$ cat src/rtl/core/frus_pkg.sv
`default_nettype none

package frus_pkg;

	// Field widths.
	localparam int unsigned OpW     = 2;
	localparam int unsigned TimeW   = 32;
	localparam int unsigned WaitW   = 31;
	localparam int unsigned CountW  = 16;
	localparam int unsigned CfgW    = 16;
	localparam int unsigned CfgIdxW = 8;

	// The product (count + 1) * length needs 17 + 16 bits.
	localparam int unsigned McandW = CountW + 1;
	localparam int unsigned ProdW  = McandW + CfgW;

	// One quotient bit per divider step.
	localparam int unsigned DivCntW = 6;
	localparam logic [DivCntW-1:0] DivSteps = DivCntW'(ProdW);

	// Operation codes.
	localparam logic [OpW-1:0] OP_START   = 2'd0;
	localparam logic [OpW-1:0] OP_CHECK   = 2'd1;
	localparam logic [OpW-1:0] OP_ADVANCE = 2'd2;

	// Configuration register indexes.
	localparam logic [CfgIdxW-1:0] REG_UPDATES = 8'd0;
	localparam logic [CfgIdxW-1:0] REG_LENGTH  = 8'd1;

	// Reset values of the configuration registers.
	localparam logic [CfgW-1:0] UpdatesReset = 16'd60;
	localparam logic [CfgW-1:0] LengthReset  = 16'd1000;

	typedef struct packed {
		logic [OpW-1:0]   operation;
		logic [TimeW-1:0] now_time;
	} req_t;

	typedef struct packed {
		logic              update_due;
		logic [WaitW-1:0]  wait_ticks;
		logic [CountW-1:0] updates_last_interval;
		logic [CountW-1:0] updates_this_interval;
	} rsp_t;

	typedef struct packed {
		logic [CfgIdxW-1:0] index;
		logic [CfgW-1:0]    value;
	} cfg_t;

	typedef struct packed {
		logic busy;
		logic done;
	} div_stat_t;

	typedef struct packed {
		logic [ProdW-1:0] quotient;
		logic [CfgW-1:0]  remainder;
	} div_res_t;

endpackage

`default_nettype wire

$ cat src/rtl/core/frus_if.sv
`default_nettype none

// Request channel: operation and current time.
interface frus_req_if;
	import frus_pkg::*;
	logic valid;
	logic ready;
	req_t data;
	modport source (output valid, output data, input ready);
	modport sink (input valid, input data, output ready);
endinterface

// Response channel: one result per request.
interface frus_rsp_if;
	import frus_pkg::*;
	logic valid;
	logic ready;
	rsp_t data;
	modport source (output valid, output data, input ready);
	modport sink (input valid, input data, output ready);
endinterface

// Configuration write channel.
interface frus_cfg_if;
	import frus_pkg::*;
	logic valid;
	logic ready;
	cfg_t data;
	modport source (output valid, output data, input ready);
	modport sink (input valid, input data, output ready);
endinterface

`default_nettype wire

$ cat src/rtl/core/frus_div.sv
`default_nettype none

// Restoring divider, one quotient bit per cycle.
module frus_div (
	input  logic                       clk,
	input  logic                       arst_n,
	input  logic                       start,
	input  logic [frus_pkg::ProdW-1:0] dividend,
	input  logic [frus_pkg::CfgW-1:0]  divisor,
	output frus_pkg::div_stat_t        stat,
	output frus_pkg::div_res_t         res
);
	import frus_pkg::*;

	logic               busy_q;
	logic [DivCntW-1:0] cnt_q;
	logic [ProdW-1:0]   dq_q;
	logic [CfgW-1:0]    rem_q;
	logic [CfgW-1:0]    dvs_q;

	logic [CfgW:0] trial;
	logic [CfgW:0] trial_sub;
	logic          ge;
	logic          stepping;

	// The partial remainder stays below the divisor, so the trial value is
	// below twice the divisor and one subtraction settles each bit.
	assign trial     = {rem_q, dq_q[ProdW-1]};
	assign trial_sub = trial - {1'b0, dvs_q};
	assign ge        = (trial >= {1'b0, dvs_q});
	assign stepping  = busy_q && (cnt_q != DivSteps);

	always_ff @(posedge clk or negedge arst_n) begin
		if (!arst_n) begin
			busy_q <= 1'b0;
			cnt_q  <= '0;
		end else if (start) begin
			busy_q <= 1'b1;
			cnt_q  <= '0;
		end else if (busy_q) begin
			if (cnt_q == DivSteps) begin
				busy_q <= 1'b0;
			end else begin
				cnt_q <= cnt_q + 1'b1;
			end
		end
	end

	always_ff @(posedge clk) begin
		if (start) begin
			dq_q  <= dividend;
			rem_q <= '0;
			dvs_q <= divisor;
		end else if (stepping) begin
			dq_q  <= {dq_q[ProdW-2:0], ge};
			rem_q <= ge ? trial_sub[CfgW-1:0] : trial[CfgW-1:0];
		end
	end

	assign stat.busy     = busy_q;
	assign stat.done     = busy_q && (cnt_q == DivSteps);
	assign res.quotient  = dq_q;
	assign res.remainder = rem_q;

endmodule

`default_nettype wire

$ cat src/rtl/core/fixed_rate_update_scheduler_unit.sv
`default_nettype none
// A start, a taken check or an advance passes ST_MUL (multiply), ST_DIV1 (serial division)
// and ST_DONE, where the result is registered; a rollover adds ST_ROLL, a second division
// in ST_DIV2 and ST_FIN; a check not yet due or an unknown code goes straight to ST_DONE.
// One request at a time, taken in the cycle after the result is registered, so the shared
// serial divider and a receiver that holds off the result set the pace.
// Reset (arst_n low) clears the schedule and counts and loads 60 updates per 1000 ms.

module fixed_rate_update_scheduler_unit (
	input  logic       clk,
	input  logic       arst_n,
	frus_req_if.sink   req,
	frus_rsp_if.source rsp,
	frus_cfg_if.sink   cfg
);
	import frus_pkg::*;

	// The sequencer walks one request through the multiplier and the shared divider.
	typedef enum logic [6:0] {
		ST_IDLE = 7'b0000001,
		ST_MUL  = 7'b0000010,
		ST_DIV1 = 7'b0000100,
		ST_ROLL = 7'b0001000,
		ST_DIV2 = 7'b0010000,
		ST_FIN  = 7'b0100000,
		ST_DONE = 7'b1000000
	} state_t;

	state_t state_q;

	// Configuration.
	logic [CfgW-1:0] upd_q;
	logic [CfgW-1:0] len_q;

	// Schedule state.
	logic [TimeW-1:0]  start_q;
	logic [TimeW-1:0]  end_q;
	logic [TimeW-1:0]  next_q;
	logic [CountW-1:0] cur_q;
	logic [CountW-1:0] last_q;

	// Per-request working registers.
	logic [OpW-1:0]    op_q;
	logic [TimeW-1:0]  now_q;
	logic [McandW-1:0] mcand_q;
	logic              due_q;
	logic [WaitW-1:0]  wait_q;
	logic [ProdW-1:0]  dist_q;

	// Result register.
	logic rsp_valid_q;
	rsp_t rsp_q;

	// Shared divider.
	logic             div_start;
	logic [ProdW-1:0] div_dividend;
	logic [CfgW-1:0]  div_divisor;
	div_stat_t        div_stat;
	div_res_t         div_res;

	// Request decode.
	logic              accept;
	logic [TimeW-1:0]  now_in;
	logic [TimeW-1:0]  chk_diff;
	logic [TimeW-1:0]  adv_diff;
	logic [CountW-1:0] cnt_inc;
	logic [McandW-1:0] mcand_inc;

	// Rollover arithmetic.
	logic [TimeW-1:0] span;
	logic             roll;
	logic [ProdW-1:0] past_end;
	logic [TimeW-1:0] kl;
	logic [TimeW-1:0] end_new;
	logic             single_step;
	logic             rsp_slot_free;

	assign accept = req.valid && req.ready;
	assign now_in = req.data.now_time;

	// The update is due once now_time has reached the due time, judged wrap-aware
	// over half of the 32-bit range.
	assign chk_diff = now_in - next_q;
	assign adv_diff = next_q - now_in;

	// The update count saturates at its all-ones value.
	assign cnt_inc   = (cur_q == {CountW{1'b1}}) ? cur_q : cur_q + 1'b1;
	assign mcand_inc = {1'b0, cnt_inc} + 1'b1;

	// First division: due offset = (count + 1) * length / updates. The multiplier
	// output is captured by the divider's dividend register.
	// Second division: distance past the interval end divided by the length, where
	// only the remainder and whether the quotient rounds up to one matter.
	assign div_start    = (state_q == ST_MUL) || (state_q == ST_ROLL);
	assign div_dividend = (state_q == ST_MUL) ? (ProdW'(mcand_q) * ProdW'(len_q)) : dist_q;
	assign div_divisor  = (state_q == ST_MUL) ? upd_q : len_q;

	frus_div u_div (
		.clk      (clk),
		.arst_n   (arst_n),
		.start    (div_start),
		.dividend (div_dividend),
		.divisor  (div_divisor),
		.stat     (div_stat),
		.res      (div_res)
	);

	// Rollover is judged on offsets from the interval start.
	assign span     = end_q - start_q;
	assign roll     = div_res.quotient > {1'b0, span};
	assign past_end = div_res.quotient - {1'b0, span};

	// The end moves by k whole lengths, k = ceil(past_end / length), which is the
	// distance rounded up to the next multiple of the length. Only the low 32 bits count.
	assign kl = dist_q[TimeW-1:0] - TimeW'(div_res.remainder)
		+ ((div_res.remainder != '0) ? TimeW'(len_q) : '0);
	assign end_new = end_q + kl;

	// k is one when the quotient is zero with a remainder, or one with none.
	assign single_step = (div_res.quotient == '0)
		|| ((div_res.quotient == ProdW'(1)) && (div_res.remainder == '0));

	// The result register may be refilled when empty or when drained this cycle.
	assign rsp_slot_free = !rsp_valid_q || rsp.ready;

	assign req.ready = (state_q == ST_IDLE);
	assign cfg.ready = 1'b1;
	assign rsp.valid = rsp_valid_q;
	assign rsp.data  = rsp_q;

	// Configuration writes; a written zero is stored as one. Unknown indexes are
	// ignored.
	always_ff @(posedge clk or negedge arst_n) begin
		if (!arst_n) begin
			upd_q <= UpdatesReset;
			len_q <= LengthReset;
		end else if (cfg.valid) begin
			unique case (cfg.data.index)
				REG_UPDATES: begin
					upd_q <= (cfg.data.value == '0) ? CfgW'(1) : cfg.data.value;
				end
				REG_LENGTH: begin
					len_q <= (cfg.data.value == '0) ? CfgW'(1) : cfg.data.value;
				end
				default: begin
				end
			endcase
		end
	end

	// The result is valid from the cycle it is registered until the receiver takes it.
	always_ff @(posedge clk or negedge arst_n) begin
		if (!arst_n) begin
			rsp_valid_q <= 1'b0;
		end else if ((state_q == ST_DONE) && rsp_slot_free) begin
			rsp_valid_q <= 1'b1;
		end else if (rsp.ready) begin
			rsp_valid_q <= 1'b0;
		end
	end

	always_ff @(posedge clk or negedge arst_n) begin
		if (!arst_n) begin
			state_q     <= ST_IDLE;
			start_q     <= '0;
			end_q       <= '0;
			next_q      <= '0;
			cur_q       <= '0;
			last_q      <= '0;
			op_q        <= '0;
			now_q       <= '0;
			mcand_q     <= '0;
			due_q       <= 1'b0;
			wait_q      <= '0;
			dist_q      <= '0;
			rsp_q       <= '0;
		end else begin
			unique case (state_q)
				ST_IDLE: begin
					if (accept) begin
						op_q   <= req.data.operation;
						now_q  <= now_in;
						due_q  <= 1'b0;
						wait_q <= '0;
						unique case (req.data.operation)
							OP_START: begin
								// Re-anchor the interval at now_time.
								last_q  <= '0;
								cur_q   <= '0;
								start_q <= now_in;
								end_q   <= now_in + TimeW'(len_q);
								mcand_q <= McandW'(1);
								state_q <= ST_MUL;
							end
							OP_CHECK: begin
								if (!chk_diff[TimeW-1]) begin
									due_q   <= 1'b1;
									cur_q   <= cnt_inc;
									mcand_q <= mcand_inc;
									state_q <= ST_MUL;
								end else begin
									state_q <= ST_DONE;
								end
							end
							OP_ADVANCE: begin
								// Report the time left only when the due time lies ahead.
								if ((adv_diff != '0) && !adv_diff[TimeW-1]) begin
									wait_q <= adv_diff[WaitW-1:0];
								end
								due_q   <= 1'b1;
								cur_q   <= cnt_inc;
								mcand_q <= mcand_inc;
								state_q <= ST_MUL;
							end
							default: begin
								// An unknown code leaves the schedule as it is.
								state_q <= ST_DONE;
							end
						endcase
					end
				end
				ST_MUL: begin
					state_q <= ST_DIV1;
				end
				ST_DIV1: begin
					if (div_stat.done) begin
						if (op_q == OP_START) begin
							next_q  <= now_q + div_res.quotient[TimeW-1:0];
							state_q <= ST_DONE;
						end else begin
							next_q <= start_q + div_res.quotient[TimeW-1:0];
							if (roll) begin
								dist_q  <= past_end;
								state_q <= ST_ROLL;
							end else begin
								state_q <= ST_DONE;
							end
						end
					end
				end
				ST_ROLL: begin
					state_q <= ST_DIV2;
				end
				ST_DIV2: begin
					if (div_stat.done) begin
						state_q <= ST_FIN;
					end
				end
				ST_FIN: begin
					// Skipping more than one interval leaves an empty last interval.
					end_q   <= end_new;
					start_q <= end_new - TimeW'(len_q);
					last_q  <= single_step ? cur_q : '0;
					cur_q   <= '0;
					state_q <= ST_DONE;
				end
				ST_DONE: begin
					if (rsp_slot_free) begin
						rsp_q.update_due            <= due_q;
						rsp_q.wait_ticks            <= wait_q;
						rsp_q.updates_last_interval <= last_q;
						rsp_q.updates_this_interval <= cur_q;
						state_q                     <= ST_IDLE;
					end
				end
				default: begin
					state_q <= ST_IDLE;
				end
			endcase
		end
	end

`ifndef ASSERT_OFF
	// The divider is never restarted while a division is in flight.
	a_div_idle_on_start: assert property (@(posedge clk) disable iff (!arst_n)
		div_start |-> !div_stat.busy)
		else $error("divider started while busy");

	// A division never sees a zero divisor.
	a_div_nonzero: assert property (@(posedge clk) disable iff (!arst_n)
		div_start |-> (div_divisor != '0))
		else $error("zero divisor");

	// Once a request is taken, the block stops taking requests.
	a_one_at_a_time: assert property (@(posedge clk) disable iff (!arst_n)
		accept |=> !req.ready)
		else $error("request taken while busy");

	// A rollover clears the running count.
	a_roll_clears: assert property (@(posedge clk) disable iff (!arst_n)
		(state_q == ST_FIN) |=> (cur_q == '0))
		else $error("count not cleared on rollover");
`endif

endmodule

`default_nettype wire

$ cat src/flat_wrapper.sv
// flat-port wrapper written by rule: the top's interface ports become plain ports
module fixed_rate_update_scheduler_unit_flat import frus_pkg::*;
  (clk, arst_n, req_valid, req_data, req_ready, rsp_valid, rsp_data, rsp_ready, cfg_valid, cfg_data, cfg_ready);
  frus_req_if req_i ();
  frus_rsp_if rsp_i ();
  frus_cfg_if cfg_i ();
  input  logic clk;
  input  logic arst_n;
  input wire logic [$bits(req_i.valid)-1:0] req_valid;
  input wire logic [$bits(req_i.data)-1:0] req_data;
  output wire logic [$bits(req_i.ready)-1:0] req_ready;
  output wire logic [$bits(rsp_i.valid)-1:0] rsp_valid;
  output wire logic [$bits(rsp_i.data)-1:0] rsp_data;
  input wire logic [$bits(rsp_i.ready)-1:0] rsp_ready;
  input wire logic [$bits(cfg_i.valid)-1:0] cfg_valid;
  input wire logic [$bits(cfg_i.data)-1:0] cfg_data;
  output wire logic [$bits(cfg_i.ready)-1:0] cfg_ready;
  assign req_i.valid = req_valid;
  assign req_i.data = req_data;
  assign req_ready = req_i.ready;
  assign rsp_valid = rsp_i.valid;
  assign rsp_data = rsp_i.data;
  assign rsp_i.ready = rsp_ready;
  assign cfg_i.valid = cfg_valid;
  assign cfg_i.data = cfg_data;
  assign cfg_ready = cfg_i.ready;
  fixed_rate_update_scheduler_unit u_core (.clk(clk), .arst_n(arst_n), .req(req_i), .rsp(rsp_i), .cfg(cfg_i));
endmodule
$ cat config.mk
export PLATFORM = sky130hd
export DESIGN_NAME = fixed_rate_update_scheduler_unit_flat
export DESIGN_NICKNAME = d
export VERILOG_FILES = /design/src/rtl/core/frus_pkg.sv /design/src/rtl/core/frus_if.sv /design/src/rtl/core/frus_div.sv /design/src/rtl/core/fixed_rate_update_scheduler_unit.sv /design/src/flat_wrapper.sv
export SDC_FILE = /design/constraint.sdc
export NUM_CORES = 2
export LEC_CHECK = 0
export BUFFER_PORTS_ARGS = -buffer_cell sky130_fd_sc_hd__buf_2
export CELL_PAD_IN_SITES_DETAIL_PLACEMENT = 1
export CELL_PAD_IN_SITES_GLOBAL_PLACEMENT = 2
export CORE_MARGIN = 2
export CORE_UTILIZATION = 40
export DETAILED_ROUTE_END_ITERATION = 8
export PLACE_DENSITY = 0.9
export SLEW_MARGIN = 20
export SYNTH_ARGS = -nofsm -noshare
export SYNTH_HDL_FRONTEND = slang
export SYNTH_SLANG_ARGS = --single-unit
$ cat constraint.sdc
create_clock -name clk -period 13.3 [get_ports clk]
set_input_delay 1.33 -clock clk [delete_from_list [all_inputs] [get_ports clk]]
set_output_delay 1.33 -clock clk [all_outputs]
set_load 0.02 [all_outputs]
Yosys cells after proc, flatten, opt, wreduce, memory -nomap -nowiden
Index checks and enable logic that the tools add are counted.

Register bits after elaboration: 420. Input bits: 63. Output and inout bits: 67. Logic and storage cells: 148.

Add/subtract/negate cells: 15. Multiply operators: 1. Order comparisons: 2. Eq/ne operators: 23. Muxes and demuxes: 46. Bitwise operators: 1. Reductions and logical operators: 36.

Operators with widths (number): $mux 16 (10); $mux 32 (5); $add 32x32->32 (4); $pmux 32 s2 (2); $mux 33 (3); $sub 32x32->32 (3); $pmux 16 s2 (2); $sub 32x16->32 (2); $mux 31 (2); $pmux 17 s3 (1); $mux 7 (7); $pmux 7 s7 (1); $pmux 16 s3 (1); $eq 33x1->1 const B (1); $gt 33x32->1 (1); $logic_not 33->1 (1); $mul 17x16->33 (1); $sub 33x32->33 (1); $add 32x16->32 (1); $logic_not 16->1 (2); $reduce_bool 32->1 (1); $mux 6 (3); $add 16x1->17 const B (1); $ge 17x16->1 (1); other kinds (37) (67).

Longest topological paths before layout
Word-level depth: 6. Gate-level depth with buffers: 28. Depth with buffers taken out: 28.

By module
A second synthesis with hierarchy kept.

Cell total of the unflattened synthesis: 4497. Area, all modules: 40025.9 um^2.

Modules (own cells, without submodules): fixed_rate_update_scheduler_unit (instances 1, cells an instance 4163, area each 36127.1 um^2, seq. area each 8722.1 um^2); frus_div (instances 1, cells an instance 334, area each 3898.7 um^2, seq. area each 1966.9 um^2).

Worst setup path after synthesis
Ideal clock, no wire load.

Path kind: flip-flop to flip-flop. Start point: register u_core.len_q[9]. End point: register u_core.u_div.dq_q[32] (data pin). Data arrival time: 6402 ps. Path slack: 6630 ps. Stages on the path, launching flop included: 26. Period minus slack after synthesis: 6670 ps. Cells stage by stage: dfstp_2 -> clkbuf_1 -> buf_1 -> nand2_1 -> fa_1 -> inv_1 -> fa_1 -> fa_1 -> fa_1 -> fa_1 -> inv_1 -> fa_1 -> inv_1 -> ha_1 -> a21o_1 -> a21o_1 -> a21oi_1 -> o211ai_1 -> a31oi_1 -> o41ai_1 -> a21oi_1 -> a21oi_1 -> a21bo_2 -> a21oi_1 -> xnor2_1 -> a21oi_1.

Word-level cells in the longest chain between the ends: 3.

Ends and longest elaborated chain: start: declaration (RTL line fixed_rate_update_scheduler_unit.sv:33) `logic [CfgW-1:0] len_q;`; start signal: assignment (RTL line fixed_rate_update_scheduler_unit.sv:136) `len_q <= LengthReset;`; start signal: assignment (RTL line fixed_rate_update_scheduler_unit.sv:143) `len_q <= (cfg.data.value == '0) ? CfgW'(1) : cfg.data.value;`; $mul 17x16->33 (RTL line fixed_rate_update_scheduler_unit.sv:95) `assign div_dividend = (state_q == ST_MUL) ? (ProdW'(mcand_q) * ProdW'(len_q)) : dist_q;`; $mux 33 (RTL line fixed_rate_update_scheduler_unit.sv:95); $mux 33 (RTL line frus_div.sv:50) `if (start) begin`; end signal: assignment (RTL line frus_div.sv:51) `dq_q <= dividend;`; end signal: assignment (RTL line frus_div.sv:55) `dq_q <= {dq_q[ProdW-2:0], ge};`; end: declaration (RTL line frus_div.sv:17) `logic [ProdW-1:0] dq_q;`.

Every way passes these cells. A chain may end at the register's enable or synchronous reset.

Worst setup path after layout
Start point: register u_core.u_div.rem_q[11]. End point: register u_core.start_q[31].

Word-level cells in the longest chain between the ends: 6. Elaborated cells between the ends (all ways): 7. Classes of those cells: add/sub (4); mux (2); reduce/logical (1).

Ends and longest elaborated chain: start: declaration (RTL line frus_div.sv:18) `logic [CfgW-1:0] rem_q;`; start signal: assignment (RTL line frus_div.sv:56) `rem_q <= ge ? trial_sub[CfgW-1:0] : trial[CfgW-1:0];`; branches (longest 2 deep; another with $sub 32x16->32); $add 32x32->32 (*) (RTL line fixed_rate_update_scheduler_unit.sv:116) `+ ((div_res.remainder != '0) ? TimeW'(len_q) : '0);`; $add 32x32->32 (*) (RTL line fixed_rate_update_scheduler_unit.sv:117) `assign end_new = end_q + kl;`; $sub 32x16->32 (*) (RTL line fixed_rate_update_scheduler_unit.sv:252) `start_q <= end_new - TimeW'(len_q);`; $pmux 32 s2 (*) (RTL line fixed_rate_update_scheduler_unit.sv:178) `unique case (state_q)`; end signal: assignment (RTL line fixed_rate_update_scheduler_unit.sv:190) `start_q <= now_in;`; end signal: assignment (RTL line fixed_rate_update_scheduler_unit.sv:252); end: declaration (RTL line fixed_rate_update_scheduler_unit.sv:36) `logic [TimeW-1:0] start_q;`.

Mark *: on every way between the ends.

==> impl.org <==
** Outcome
- The flow ran to the end, and the final reports show no timing, DRC or antenna violations.

** Detailed routing
- For this run, design rule violations remaining after detail routing come to 0.
- The routed design has roughly 130000 µm of wire.
- Ratio of routed vias to standard cells :: 5.52
- Vias after detailed routing :: 32500
- The first routing iteration left 2044 violations.
- Antenna viol nets, final :: 0
- Number of optimization iterations in the first detailed-route pass :: 5
- Wirelength per Cell :: 21.9 µm

** Power
- Sw Pwr :: 5800 µW
- The worst-case IR drop observed on VDD is approximately 170 µV.
- Overall power consumption after layout is estimated at 11600 µW.
- Internal power comes to 5810 µW.
- In this run the power density over the cells is 270 nW/µm².
- Clk pwr share :: 0.137
- Share of total power consumed by net switching :: 0.500
- Part of the total power dissipated in combinational logic :: 0.689
- Sequential fraction of design power :: 0.174
- The analysis attributes to cell leakage a power of roughly 0.021 µW.

** Logic synthesis
- Yosys mapped a number of flops with a built-in enable equal to 49.
- Counting flops with an async set or reset pin after synthesis yields a share of 0.845.
- The share of the Yosys chip area taken by registers is 0.273.
- Top post-synthesis cells by area :: dfrtp_1, fa_1, ha_1, nand2_1, inv_1
- Mean instance size in the synthesized netlist :: about 8.7 µm²
- Synthesis inferred 420 register bits.
- Synthesized cell area :: 39200 µm²
- The share of synthesized area in the top cell type comes to 0.220.
- Distinct cell type count after synthesis :: 103
- For this run, the leading register cell type out of synthesis is dfrtp_1.
- In the synthesized netlist, the number of instances is around 4500.
- Post-synthesis cell type with the largest combined area :: dfrtp_1
- When the netlist entered floorplanning its net count stood at about 5200.
- During synthesis, Yosys emitted a total of 0 warnings.

** Timing
- Number of hold violations in the final report :: 0
- Derived from the worst setup path, the maximum achievable clock frequency is 0.128 GHz.
- Final worst-path cycle share :: 0.589
- Setup repair after global routing left no endpoint under its margin.
- Worst-case clock skew :: about 0.034 ns
- Setup violations remaining at the end of the flow were counted as 0.
- Actual transition at the worst max-transition pin :: 0.969 ns
- Worst hold slack after final layout :: 0.474 ns
- Subtracting the final worst setup slack from the clock period gives 7.83 ns.
- Setup_tns :: 0 ns
- Headroom to the max-slew limit :: 0.354
- Max-slew violation total from the final report :: 0

** GRT
- Number of antenna violations at the first check in global routing :: 0
- For this run, the total global-route usage over all layers was measured as 0.259.
- The via count of the first global-routing pass came to 34800.
- Entering global routing, the biggest net connects 99 pins.
- The first global-routing pass estimated just over 200000 µm of wire.
- The total overflow left after global routing is 0.

** Placement
- Routability-driven placement finished with a final weighted congestion of 0.930.
- Cell count after placement :: just under 6000
- Post-detailed-placement half-perimeter wirelength :: 103000 µm
- Summing all placed instances gives a cell area of 41000 µm².
- Count of input and output buffers :: approximately 130

** Setup path
- The cell family contributing the most delay on the critical path is compound AO/OA/AOI/OAI gates.
- Cell at the slowest stage of the critical path :: nand4_1
- Path depth of the worst reg2reg path :: 27
- Setup crit end kind :: register
- CP required :: 13.81 ns
- On the worst path, the slowest cell contributes a delay of 0.67 ns.
- Crit. path cell count :: 27
- Startpoint type of the worst setup path :: register
- Buffer and inverter count on the worst path :: 2
- By startpoint and endpoint, the worst setup path is classified as register to register.
- Crit-path max FO :: 17
- STA puts the critical path data arrival time at 8.34 ns.
- Across all register-to-register paths, the minimum setup slack is 5.47 ns.

** CTS
- After clock tree synthesis, the clock-pin slew on the worst setup and hold paths is approximately 0.06 ns.
- TritonCTS built the clock tree.
- Clock buffer count from CTS :: 53
- The number of gates resized after CTS was 0.
- No sink is reached through more buffers than the 3 on the longest clock path.
- For the worst-skew pair, the clock arrives at the later sink with an insertion delay of 0.65 ns.
- Sinks on Clock Net :: 420
- Number of buffers inserted by hold repair at cts :: 0
- The tree is rooted in a clkbuf_16.
- The clock tree synthesis step divided the H-tree into 2 levels.
- Once the clock tree was built, the setup fixing pass inserted 0 buffers.

** Cells and area
- 0 antenna diodes ended up in the layout.
- After routing the design area is 42900 µm².
- Non-Filler Instances :: 5883
- Filler instances :: 11400
- Area Overhead vs Synth :: 9.66%
- Share of post-route cells with drive strength above 1 :: 0.0890
- Nets :: 5251

** Hold path
- Class of the tightest hold or removal check :: register to register
- Worst hold path depth :: 2

** Flow run
- Across the run, the number of max-cap violations was 0.

** Floorplanning
- From left edge to right edge, the die measures 317 µm.
- Die area :: ~100000 µm²
- The floorplan has 114 rows.
- Effective utilization at floorplan :: 0.404
- Die outline height :: approximately 320 µm
- The total area inside the core boundary comes to 96900 µm².
- 130 I/O pins were placed.
==> metrics by stage <==
stage / setup WS, ns / utilization
2_1_floorplan: 6.63 / -
3_3_place_gp: 5.67 / 0.423
3_5_place_dp: 5.48 / 0.424
4_1_cts: 5.48 / 0.443
5_1_grt: 4.83 / 0.443
6_report: 5.47 / 0.443
==> final timing paths <==
check	start	end
max	u_core.u_div.rem_q[11]	u_core.start_q[31]
min	u_core.wait_q[22]	u_core.wait_q[22]
max reg2reg	u_core.u_div.rem_q[11]	u_core.start_q[31]
min reg2reg	u_core.wait_q[22]	u_core.wait_q[22]
max in group asynchronous	arst_n	u_core.next_q[22]
min in group asynchronous	arst_n	u_core.rsp.data[33]
==> layout by cell type, fill, tap and decap left out, drive strengths merged, types with 36 or more instances in the layout <==
cell type and count:
edfxtp 49, ha 378, a31oi 71, buf 161
nor2 300, xnor2 163, fa 247, nor3 44
mux2i 36, clkbuf 78, nand2 626, and3 41
o21bai 36, a21o 127, o21ai 323, xor2 92
nand3 50, and2 58, a21oi 214, inv 615
dfrtp 344, mux2 101
==> metal layers <==
| layer | vias up | track usage | wire (µm) |
|---|---|---|---|
| li1 | 15200 | - | - |
| met5 | - | 0 | 0 |
| met3 | 181 | 0.0263 | 5510 |
| met4 | 0 | 0.0765 | 3860 |
| met2 | 684 | 0.448 | 62500 |
| met1 | 16500 | 0.342 | 57200 |
==> worst register-to-register path: cells and delay by family (launching register included) <==
kind,cells,cell delay [ns]
XOR/XNOR,2,0.32
buffers and inverters,2,0.10
flip-flops,1,0.37
AND/OR/NAND/NOR,7,2.34
adder cells (fa/ha/maj),5,1.98
AO/OA/AOI/OAI,11,2.61
==> sequential cells by signal (all words and copies together) (netlist names), 17 cells and up <==
register and flops:
u_core.rsp.data 64, u_core.dist_q 33, u_core.u_div.dq_q 33, u_core.end_q 32, u_core.next_q 32, u_core.now_q 32
u_core.start_q 32, u_core.wait_q 31, u_core.mcand_q 17
==> Yosys cell counts (22+ instances only) <==
library cell  count
nand2_1         625
inv_1           612
ha_1            378
dfrtp_1         344
o21ai_0         317
nor2_1          299
fa_1            247
a21oi_1         213
xnor2_1         163
clkbuf_1        152
a21o_1          127
mux2_2          101
xor2_1           92
a31oi_1          70
and2_1           54
nand3_1          50
edfxtp_1         49
and3_1           41
nor3_1           41
mux2i_1          36
o21bai_1         36
nand4_1          32
nand2b_1         31
o21a_1           30
nor2b_1          27
nor4_1           27
a211oi_1         24
a22o_1           22
==> power by group through the flow <==
| stage | registers [µW] | clock network (µW) | logic (µW) |
|---|---|---|---|
| after floorplan | 1910 | 0 | 5880 |
| after global placement | 2010 | 0 | 7690 |
| after detailed placement | 2030 | 0 | 7860 |
| after CTS | 2010 | 1620 | 7930 |
| after global routing | 2070 | 1670 | 8870 |
| final | 2020 | 1590 | 8000 |
==> cell families (layout without fill, tap and decap cells) <==
family | count (synthesis) | count (layout) | synth area share
buf+inv | 796 | 887 | 0.0778
xor+xnor | 255 | 255 | 0.0570
simple gates | 1290 | 1290 | 0.147
flops | 420 | 420 | 0.273
compound gates | 992 | 992 | 0.160
fa+ha+maj | 625 | 625 | 0.247
other cells | 1 | 1 | 0.0000957
mux | 137 | 137 | 0.0382
==> cell type report <==
cell class / instances / area [µm²] / area share
multi-input combinational: 3300 / 25500 / 0.593
sequential: 420 / 10700 / 0.249
inverter: 627 / 2350 / 0.0548
tap: 1276 / 1600 / 0.0372
clock buffer: 78 / 1570 / 0.0366
timing repair buffer: 161 / 918 / 0.0214
clock inverter: 21 / 329 / 0.00766
Power figures use the tool's default switching activity.
